<file path="config.mk">
export PLATFORM = sky130hd
export DESIGN_NAME = rle_pixel_stream_decoder_unit_flat
export DESIGN_NICKNAME = d
export VERILOG_FILES = /design/src/hdl/rlepd_pkg.sv /design/src/hdl/rlepd_if.sv /design/src/hdl/rlepd_parser.sv /design/src/hdl/rle_pixel_stream_decoder_unit.sv /design/src/flat_wrapper.sv
export SDC_FILE = /design/constraint.sdc
export NUM_CORES = 1
export LEC_CHECK = 0
export ABC_AREA = 1
export BUFFER_PORTS_ARGS = -buffer_cell sky130_fd_sc_hd__buf_4
export CELL_PAD_IN_SITES_DETAIL_PLACEMENT = 2
export CELL_PAD_IN_SITES_GLOBAL_PLACEMENT = 2
export CORE_UTILIZATION = 32
export DETAILED_ROUTE_END_ITERATION = 6
export PLACE_DENSITY_LB_ADDON = 0.1
export SYNTH_ARGS = -nofsm -noshare
export SYNTH_HDL_FRONTEND = slang
export SYNTH_HIERARCHICAL = 1
export SYNTH_SLANG_ARGS = --single-unit
</file>
<file path="constraint.sdc">
create_clock -name clk -period 4.4 [get_ports clk]
set_clock_uncertainty 0.1 [all_clocks]
set_input_delay 0.66 -clock clk [delete_from_list [all_inputs] [get_ports clk]]
set_output_delay 0.66 -clock clk [all_outputs]
set_load 0.01 [all_outputs]
</file>
<file path="src/hdl/rlepd_pkg.sv">
package rlepd_pkg;

    localparam int PIXEL_BYTES = 3;

    localparam int PIX_BYTES_CLAMPED =
        (PIXEL_BYTES < 1) ? 1 : ((PIXEL_BYTES > 4) ? 4 : PIXEL_BYTES);

    // bytes of a colour pixel that must be held before the final one arrives
    localparam int HELD_BYTES =
        (PIX_BYTES_CLAMPED >= 4) ? 3 :
        ((PIX_BYTES_CLAMPED < 2) ? 1 : PIX_BYTES_CLAMPED - 1);

    localparam int HELD_W = 8 * HELD_BYTES;

    typedef enum logic [1:0] {
        PH_HEADER = 2'd0,
        PH_COUNT  = 2'd1,
        PH_PIXEL  = 2'd2
    } phase_t;

    typedef struct packed {
        logic [7:0] channel_zero;
        logic [7:0] channel_one;
        logic [7:0] channel_two;
        logic [7:0] repeat_count;
    } pixel_t;

endpackage

</file>
<file path="src/hdl/rlepd_if.sv">
interface rlepd_byte_if;
    logic       valid;
    logic       ready;
    logic [7:0] stream_byte;

    modport source (output valid, output stream_byte, input ready);
    modport sink (input valid, input stream_byte, output ready);
endinterface

interface rlepd_pixel_if;
    logic       valid;
    logic       ready;
    logic [7:0] channel_zero;
    logic [7:0] channel_one;
    logic [7:0] channel_two;
    logic [7:0] repeat_count;

    modport source (output valid, output channel_zero, output channel_one,
                    output channel_two, output repeat_count, input ready);
    modport sink (input valid, input channel_zero, input channel_one,
                  input channel_two, input repeat_count, output ready);
endinterface

</file>
<file path="src/hdl/rlepd_parser.sv">
module rlepd_parser
(
    input  logic                clk,
    input  logic                rst_n,
    input  logic                advance,
    input  logic [7:0]          byte_data,
    input  logic                gray_mode,
    output logic                emit,
    output rlepd_pkg::pixel_t   pixel
);

    rlepd_pkg::phase_t                 phase_reg, phase_next;
    logic [7:0]                        lit_reg, lit_next;
    logic [7:0]                        run_reg, run_next;
    logic [1:0]                        pos_reg, pos_next;
    logic [rlepd_pkg::HELD_W-1:0]      held_reg, held_next;

    logic [7:0]                        lit_dec;
    logic [2:0]                        pos_inc;
    logic [7:0]                        chan [3];

    assign lit_dec = lit_reg - 8'd1;
    assign pos_inc = {1'b0, pos_reg} + 3'd1;

    // colour channels: current byte at its position, earlier bytes from holding
    always_comb
    begin
        for (int i = 0; i < 3; i++)
        begin
            chan[i] = 8'd0;
            if (i < rlepd_pkg::HELD_BYTES)
            begin
                chan[i] = held_reg[8*i +: 8];
            end
            if (pos_reg == 2'(i))
            begin
                chan[i] = byte_data;
            end
        end
    end

    always_comb
    begin
        phase_next = phase_reg;
        lit_next   = lit_reg;
        run_next   = run_reg;
        pos_next   = pos_reg;
        held_next  = held_reg;
        emit       = 1'b0;
        pixel      = '0;

        unique case (phase_reg)
            rlepd_pkg::PH_COUNT:
            begin
                lit_next   = byte_data;
                pos_next   = 2'd0;
                held_next  = '0;
                phase_next = (byte_data == 8'd0) ? rlepd_pkg::PH_HEADER
                                                 : rlepd_pkg::PH_PIXEL;
            end
            rlepd_pkg::PH_PIXEL:
            begin
                if (gray_mode || (pos_inc >= 3'(rlepd_pkg::PIX_BYTES_CLAMPED)))
                begin
                    emit = 1'b1;
                    if (gray_mode)
                    begin
                        pixel.channel_zero = byte_data;
                        pixel.channel_one  = byte_data;
                        pixel.channel_two  = byte_data;
                    end
                    else
                    begin
                        pixel.channel_zero = chan[0];
                        pixel.channel_one  = chan[1];
                        pixel.channel_two  = chan[2];
                    end
                    if (run_reg != 8'd0)
                    begin
                        pixel.repeat_count = run_reg;
                        phase_next         = rlepd_pkg::PH_HEADER;
                    end
                    else
                    begin
                        pixel.repeat_count = 8'd1;
                        lit_next           = lit_dec;
                        if (lit_dec == 8'd0)
                        begin
                            phase_next = rlepd_pkg::PH_HEADER;
                        end
                    end
                    pos_next  = 2'd0;
                    held_next = '0;
                end
                else
                begin
                    for (int j = 0; j < rlepd_pkg::HELD_BYTES; j++)
                    begin
                        if (pos_reg == 2'(j))
                        begin
                            held_next[8*j +: 8] = byte_data;
                        end
                    end
                    pos_next = pos_inc[1:0];
                end
            end
            default:
            begin
                run_next   = byte_data;
                pos_next   = 2'd0;
                held_next  = '0;
                phase_next = (byte_data == 8'd0) ? rlepd_pkg::PH_COUNT
                                                 : rlepd_pkg::PH_PIXEL;
            end
        endcase

        if (!advance)
        begin
            emit = 1'b0;
        end
    end

    always_ff @(posedge clk or negedge rst_n)
    begin
        if (!rst_n)
        begin
            phase_reg <= rlepd_pkg::PH_HEADER;
            lit_reg   <= 8'd0;
            run_reg   <= 8'd0;
            pos_reg   <= 2'd0;
            held_reg  <= '0;
        end
        else if (advance)
        begin
            phase_reg <= phase_next;
            lit_reg   <= lit_next;
            run_reg   <= run_next;
            pos_reg   <= pos_next;
            held_reg  <= held_next;
        end
    end

endmodule

</file>
<file path="src/hdl/rle_pixel_stream_decoder_unit.sv">
// Structure: an accepted byte is registered in the input register and decoded by the
// combinational parser; its pixel, if any, is then registered in the output register.
// Throughput: one stream byte per cycle while pixels are taken; a pixel waiting on ready
// holds the input register, so the stream stalls once that register is full.
// Reset (rst_n, async, active low) returns the parser to header phase, clears the
// held channels and counts, empties both registers and sets gray_mode to 0.
module rle_pixel_stream_decoder_unit
(
    input  logic                 clk,
    input  logic                 rst_n,
    rlepd_byte_if.sink           stream,
    rlepd_pixel_if.source        pixel,
    input  logic                 cfg_we,
    input  logic                 cfg_wdata
);

    logic                 gray_reg;
    logic                 in_valid_reg;
    logic [7:0]           in_byte_reg;
    logic                 out_valid_reg;
    rlepd_pkg::pixel_t    out_pix_reg;

    logic                 out_free;
    logic                 advance;
    logic                 emit;
    rlepd_pkg::pixel_t    pix;

    assign out_free     = !out_valid_reg || pixel.ready;
    assign advance      = in_valid_reg && out_free;
    assign stream.ready = !in_valid_reg || advance;

    rlepd_parser u_parser
    (
        .clk       (clk),
        .rst_n     (rst_n),
        .advance   (advance),
        .byte_data (in_byte_reg),
        .gray_mode (gray_reg),
        .emit      (emit),
        .pixel     (pix)
    );

    always_ff @(posedge clk or negedge rst_n)
    begin
        if (!rst_n)
        begin
            gray_reg      <= 1'b0;
            in_valid_reg  <= 1'b0;
            out_valid_reg <= 1'b0;
        end
        else
        begin
            if (cfg_we)
            begin
                gray_reg <= cfg_wdata;
            end
            if (stream.ready)
            begin
                in_valid_reg <= stream.valid;
            end
            if (out_free)
            begin
                out_valid_reg <= emit;
            end
        end
    end

    always_ff @(posedge clk)
    begin
        if (stream.valid && stream.ready)
        begin
            in_byte_reg <= stream.stream_byte;
        end
        if (emit)
        begin
            out_pix_reg <= pix;
        end
    end

    assign pixel.valid        = out_valid_reg;
    assign pixel.channel_zero = out_pix_reg.channel_zero;
    assign pixel.channel_one  = out_pix_reg.channel_one;
    assign pixel.channel_two  = out_pix_reg.channel_two;
    assign pixel.repeat_count = out_pix_reg.repeat_count;

endmodule

</file>
<file path="src/flat_wrapper.sv">
// flat-port wrapper written by rule: the top's interface ports become plain ports
module rle_pixel_stream_decoder_unit_flat 
  (clk, rst_n, cfg_we, cfg_wdata, stream_valid, stream_stream_byte, stream_ready, pixel_valid, pixel_channel_zero, pixel_channel_one, pixel_channel_two, pixel_repeat_count, pixel_ready);
  rlepd_byte_if stream_i ();
  rlepd_pixel_if pixel_i ();
  input  logic clk;
  input  logic rst_n;
  input  logic cfg_we;
  input  logic cfg_wdata;
  input wire logic [$bits(stream_i.valid)-1:0] stream_valid;
  input wire logic [$bits(stream_i.stream_byte)-1:0] stream_stream_byte;
  output wire logic [$bits(stream_i.ready)-1:0] stream_ready;
  output wire logic [$bits(pixel_i.valid)-1:0] pixel_valid;
  output wire logic [$bits(pixel_i.channel_zero)-1:0] pixel_channel_zero;
  output wire logic [$bits(pixel_i.channel_one)-1:0] pixel_channel_one;
  output wire logic [$bits(pixel_i.channel_two)-1:0] pixel_channel_two;
  output wire logic [$bits(pixel_i.repeat_count)-1:0] pixel_repeat_count;
  input wire logic [$bits(pixel_i.ready)-1:0] pixel_ready;
  assign stream_i.valid = stream_valid;
  assign stream_i.stream_byte = stream_stream_byte;
  assign stream_ready = stream_i.ready;
  assign pixel_valid = pixel_i.valid;
  assign pixel_channel_zero = pixel_i.channel_zero;
  assign pixel_channel_one = pixel_i.channel_one;
  assign pixel_channel_two = pixel_i.channel_two;
  assign pixel_repeat_count = pixel_i.repeat_count;
  assign pixel_i.ready = pixel_ready;
  rle_pixel_stream_decoder_unit u_core (.clk(clk), .rst_n(rst_n), .stream(stream_i), .pixel(pixel_i), .cfg_we(cfg_we), .cfg_wdata(cfg_wdata));
endmodule
</file>
# ---- Yosys cells after proc, flatten, opt, wreduce, memory -nomap -nowiden
# Cells that the tools add are included.
dict set report op_classes {
  mux 21
  n_reduce_logical 18
  n_eq_ne 7
  bitwise_logic 1
  add_sub_neg 2
  magnitude_cmp 1
}
# op n
set op_table {}
lappend op_table {{8-bit two-way mux} 5}
lappend op_table {{16-bit two-way mux} 2}
lappend op_table {{24-bit two-way mux} 1}
lappend op_table {{8-bit zero test} 2}
lappend op_table {{8-bit case mux with 2 select lines} 1}
lappend op_table {{2-bit two-way mux} 7}
lappend op_table {{8-bit nonzero test} 1}
lappend op_table {{8-bit by 1-bit subtractor with 8-bit output, second input constant} 1}
lappend op_table {{3-bit AND reduction} 2}
lappend op_table {{2-bit by 1-bit == test with 1-bit output, second input constant} 2}
lappend op_table {{2-bit == test, second input constant} 2}
lappend op_table {{1-bit two-way mux} 4}
lappend op_table {{2-bit inequality test, second input constant} 2}
lappend op_table {{2-bit case mux with 2 select lines} 1}
lappend op_table {{2-bit AND reduction} 2}
lappend op_table {{4-bit AND reduction} 1}
lappend op_table {{2-bit by 1-bit adder with 3-bit output, second input constant} 1}
lappend op_table {{3-bit by 2-bit greater-or-equal comparator with 1-bit output, second input constant} 1}
lappend op_table {{1-bit logical OR} 3}
lappend op_table {{3-bit inequality test, second input constant} 1}
lappend op_table {{1-bit logical AND} 2}
lappend op_table {{1-bit zero test} 2}
lappend op_table {{2-bit zero test} 1}
lappend op_table {{2-bit nonzero test} 1}
lappend op_table {{2 further kinds} 2}
dict set report totals {
  word_cells 64
  ff_bits 79
  input_bits 14
  output_inout_bits 34
}

# ---- Logic depth before layout (Yosys ltp)
dict set report depth {
  ltp_word 6
  mapped_depth 13
  depth_no_buf 13
}

# ---- By module
# The synthesis kept the hierarchy.
# module area_each_um2 cells_each n_inst seq_area_each_um2
set by_module_without_submodules {}
lappend by_module_without_submodules {rlepd_parser 2323.5 325 1 900.9}
lappend by_module_without_submodules {rle_pixel_stream_decoder_unit 1333.8 54 1 1276.2}

# ---- Least setup slack after synthesis
# No wires, ideal clock.
dict set report synth_path {
  path_kind {flip-flop to flip-flop}
  startpoint {register u_core.u_parser.phase_reg[0]}
  endpoint {register u_core.out_pix_reg, in the netlist u_core/pixel.channel_one[0] (enable)}
  setup_time_ns 0.423
  synth_period_minus_slack_ns 3.142
  path_buffers 1
  path_stages_with_launch 8
  setup_slack_ns 1.258
  arrival_time_ns 2.619
  required_time_ns 3.877
  cell_sequence {dfrtp_1 -> inv_1 -> ha_1 -> inv_2 -> nor2_4 -> inv_2 -> buf_2 -> nor2_1}
}
dict set report synth_between {
  elab_chain_len 3
}
# element line_no
set synth_lines {}
lappend synth_lines {{start, declared} rlepd_parser.sv:12} ;# rlepd_pkg::phase_t phase_reg, phase_next;
lappend synth_lines {{start signal, assigned} rlepd_parser.sv:127} ;# phase_reg <= rlepd_pkg::PH_HEADER;
lappend synth_lines {{start signal, assigned} rlepd_parser.sv:135} ;# phase_reg <= phase_next;
lappend synth_lines {{2-bit == test} rlepd_parser.sv:52} ;# unique case (phase_reg)
lappend synth_lines {{1-bit two-way mux} rlepd_parser.sv:52}
lappend synth_lines {{1-bit two-way mux} rlepd_parser.sv:117} ;# if (!advance)
lappend synth_lines {{named net u_core.emit} rle_pixel_stream_decoder_unit.sv:25} ;# logic emit;
lappend synth_lines {{end signal, assigned} rle_pixel_stream_decoder_unit.sv:76} ;# out_pix_reg <= pix;
lappend synth_lines {{end, declared} rle_pixel_stream_decoder_unit.sv:21} ;# rlepd_pkg::pixel_t out_pix_reg;
# The timed path passes the listed nets, and every way through them passes these cells.
# A chain may end at the register's enable or synchronous reset.

# ---- Worst setup path in the final report
dict set report layout_path {
  startpoint {register u_core.u_parser.phase_reg[0]}
  endpoint {register u_core.out_pix_reg, in the netlist u_core/pixel.channel_two[7] (enable)}
}
# Same word-level chain as after synthesis.

==> reports/qor.csv <==
stage,metric,value,unit
floorplan,die boundary height,109,µm
pwr,design internal power,0.00170,W
pwr,portion of total power attributed to the clock network,31.1,%
logic_synthesis,Synthesized Nets,402,
floorplan,overall die area,0.0119,mm²
worst_setup_path,depth of the worst register-to-register path,6,
global_route,overall routing resource usage,18.8,%
logic_synthesis,area share of the largest cell type after synthesis,32.8,%
sta,final worst-path cycle share,67.1,%
place,DP Cell Count,556,
place,post-placement cell area,0.00414,mm²
place,number of buffers added on ports,47,
global_route,maximum number of pins on one net before global-route repair,40,
cts,Hold Buf Count CTS,0,
pwr,Reg power frac,40.0,%
sta,final worst hold slack,0.202,ns
route,detailed-routing iteration count for the pre-antenna-repair pass,4,
worst_setup_path,start point of the critical path,u_core/u_parser/phase_reg[0]$_DFFE_PN0P_,
sta,setup TNS,0,ns
logic_synthesis,number of library cell types mapped by synthesis,32,
logic_synthesis,synthesized instance count,379,
logic_synthesis,count of state elements after synthesis,79,
global_route,antenna violations before repair,0,
sta,setup repair after global routing missed its margin,false,
final_layout,post-route insts no fill,572,
pwr,part of the power in combinational logic,28.9,%
worst_setup_path,maximum fanout count along the critical path,33,
floorplan,Std-Cell Core Area,0.0110,mm²
floorplan,count of standard-cell rows,38,
worst_setup_path,register-to-register path setup slack,1.45,ns
place,post-detailed-placement half-perimeter wirelength,7.02,mm
logic_synthesis,primary flip-flop cell chosen by synthesis mapping,edfxtp_1,
logic_synthesis,number of flops mapped to enable cells by yosys,40,
logic_synthesis,proportion of synthesized flip-flops having asynchronous set or reset,49.4,%
logic_synthesis,most frequent cell after synthesis,inv_1,
min_path,class of the worst hold path,primary input to async pin,
route,drc violations,0,
cts,clock sink count,79,
pwr,net switching power of the design,0.000906,W
sta,count of final setup violators,0,
pwr,Power per Cell Area,583,mW/mm²
floorplan,die width,109,µm
cts,H-tree levels,3,
worst_setup_path,CP Capture Type,register,
worst_setup_path,data required time at the worst endpoint,4.26,ns
logic_synthesis,cell area after synthesis,0.00366,mm²
final_layout,fraction of final layout cells with drive strength greater than 1,19.9,%
final_layout,number of antenna repair diodes,0,
sta,fin worst setup slack,1.45,ns
final_layout,number of filler instances in the final layout,1185,
run,max cap viols,0,
logic_synthesis,Post-synth top cells,"67 x inv_1, 61 x nand2_1, 41 x o21ai_0",
worst_setup_path,Arrival @ worst endpoint,2.81,ns
cts,clock-pin slew on the worst setup and hold paths,0.06,ns
global_route,total grt overflow,0,
final_layout,Post-layout nets,450,
route,drt wl/cell,17.3,µm
cts,buffer depth of the longest clock path,2,
place,post-placement setup slack,1.39,ns
final_layout,number of flip-flops in the largest register,16,
final_layout,final cell area excluding filler cells,0.00447,mm²
pwr,leakage dissipation,1.96,nW
logic_synthesis,cell type contributing the most total cell area after synthesis,edfxtp_1,
worst_setup_path,CP Launch Type,register,
outcome,result of the run,"complete, no violations",
route,wire length after detailed routing,9.91,mm
sta,max-slew violation count,0,
sta,Slew @ Worst Pin,1.02,ns
global_route,first-pass GRT wire length,16.3,mm
sta,final critical delay including setup and external delays,2.95,ns
logic_synthesis,number of warnings reported in the yosys synthesis log,6,
cts,root buffer cell,clkbuf_16,
worst_setup_path,worst reg2reg endpoint,u_core/pixel.channel_two[7]$_DFFE_PP_,
worst_setup_path,"Worst Path Class, Setup",register to register,
cts,"Clk Latency, worst-skew pair",0.34,ns
route,detailed-route vias per instance,4.89,
worst_setup_path,critical register-to-register path startpoint,u_core/u_parser/phase_reg[0]$_DFFE_PN0P_,
floorplan,I/O pins,48,
route,Vias,2799,
cts,number of gates resized after CTS,0,
route,number of DRC markers after the initial detailed-route iteration,70,
cts,CTS Buf Count,9,
logic_synthesis,average cell area after synthesis,9.65,µm²
cts,post-CTS setup buffer count,0,
pwr,maximum VDD drop,0.000321,V
place,last weighted congestion value of the routability-driven placer,0.777,
floorplan,starting density of the core,33.3,%
logic_synthesis,leading cell types by total area after synthesis,"edfxtp_1 33%, dfrtp_1 27%, inv_1 6.9%",
route,final antenna-violating net count,0,
global_route,via count of the first global-routing pass,3106,
cts,TritonCTS clock tree,done,
sta,fmax,0.339,GHz
logic_synthesis,sequential cell area fraction in the yosys report,59.5,%
sta,relative slew slack,31.9,%
pwr,switching share of total power,34.8,%
sta,total count of hold-check failures in the final report,0,
final_layout,area grow syn2layout,22.1,%
-- cells in the final DEF (no fill, tap or decap), drive strengths merged, types with 2 or more instances in the layout --
| master | Yosys | layout |
|---|---|---|
| a21oi | 25 | 25 |
| buf | 5 | 48 |
| clkbuf | 6 | 12 |
| clkinv | 0 | 2 |
| dfrtp | 39 | 39 |
| edfxtp | 40 | 40 |
| ha | 9 | 9 |
| inv | 71 | 71 |
| nand2 | 63 | 63 |
| nand3 | 8 | 8 |
| nand4 | 5 | 5 |
| nor2 | 34 | 34 |
| nor3 | 10 | 10 |
| o21ai | 45 | 45 |
| o22ai | 15 | 15 |
-- per-layer routing --
layer / track usage (%) / share of wire [%] / vias to the layer above
met3: 5.08 / 3.4 / 8
li1: - / - / 1335
met2: 31.9 / 50 / 48
met4: 6.08 / 1.1 / 0
met1: 23.0 / 45 / 1408
met5: 0 / 0 / -
-- worst max-delay path, stage by stage (launching register included) --
cell and delay [ns]:
dfrtp_1 0.40, inv_1 0.07, ha_1 0.55, inv_2 0.15, nor2_4 0.27, inv_2 0.20
nor2_4 0.81
-- power groups by stage --
stage / clock network, W / logic, W / registers (W)
6_report: 0.000810 / 0.000751 / 0.00104
3_3_place_gp: 0 / 0.000726 / 0.00105
5_1_grt: 0.000858 / 0.000859 / 0.00106
2_1_floorplan: 0 / 0.000499 / 0.00105
4_1_cts: 0.000834 / 0.000769 / 0.00105
3_5_place_dp: 0 / 0.000761 / 0.00106
-- stage by stage --
step           power (W)  util (%)
6_report         0.00260      40.7
5_1_grt          0.00278      40.7
4_1_cts          0.00265      40.7
3_5_place_dp     0.00182      37.7
3_3_place_gp     0.00178      37.7
2_1_floorplan    0.00155         -
-- cells by family after synthesis --
group                      Yosys count  share of synthesized area [%]
AOI/OAI and AO/OA                   88                           13.7
DFF                                 79                           59.5
xor gates and xnor gates             1                          0.240
buffers and inverters               82                           9.00
and+or+nand+nor                    120                           14.5
adders and majority gates            9                           3.08
-- worst max path at each step --
stage / end / slack [ns] / depth (start not counted)
final: u_core/pixel.channel_two[7]$_DFFE_PP_ / 1.45 / 6
after global routing: u_core/pixel.channel_zero[0]$_DFFE_PP_ / 1.18 / 6
after CTS: u_core/pixel.channel_one[5]$_DFFE_PP_ / 1.36 / 6
after detailed placement: u_core/pixel.repeat_count[0]$_DFFE_PP_ / 1.39 / 6
after floorplan: u_core/pixel.channel_one[0]$_DFFE_PP_ / 1.26 / 7
after global placement: u_core/pixel.channel_zero[2]$_DFFE_PP_ / 1.58 / 6
-- layout make-up --
type	instances	area [µm²]	area share, %
flip-flops and latches	79	2180	48.8
multi-input cells	218	1160	25.9
repair buffers	48	360	8.07
clock buffers	12	278	6.22
inverters	71	267	5.97
well taps	140	175	3.92
clock inverters	4	50.0	1.12
No activity file was read; power rests on OpenSTA's default activity.
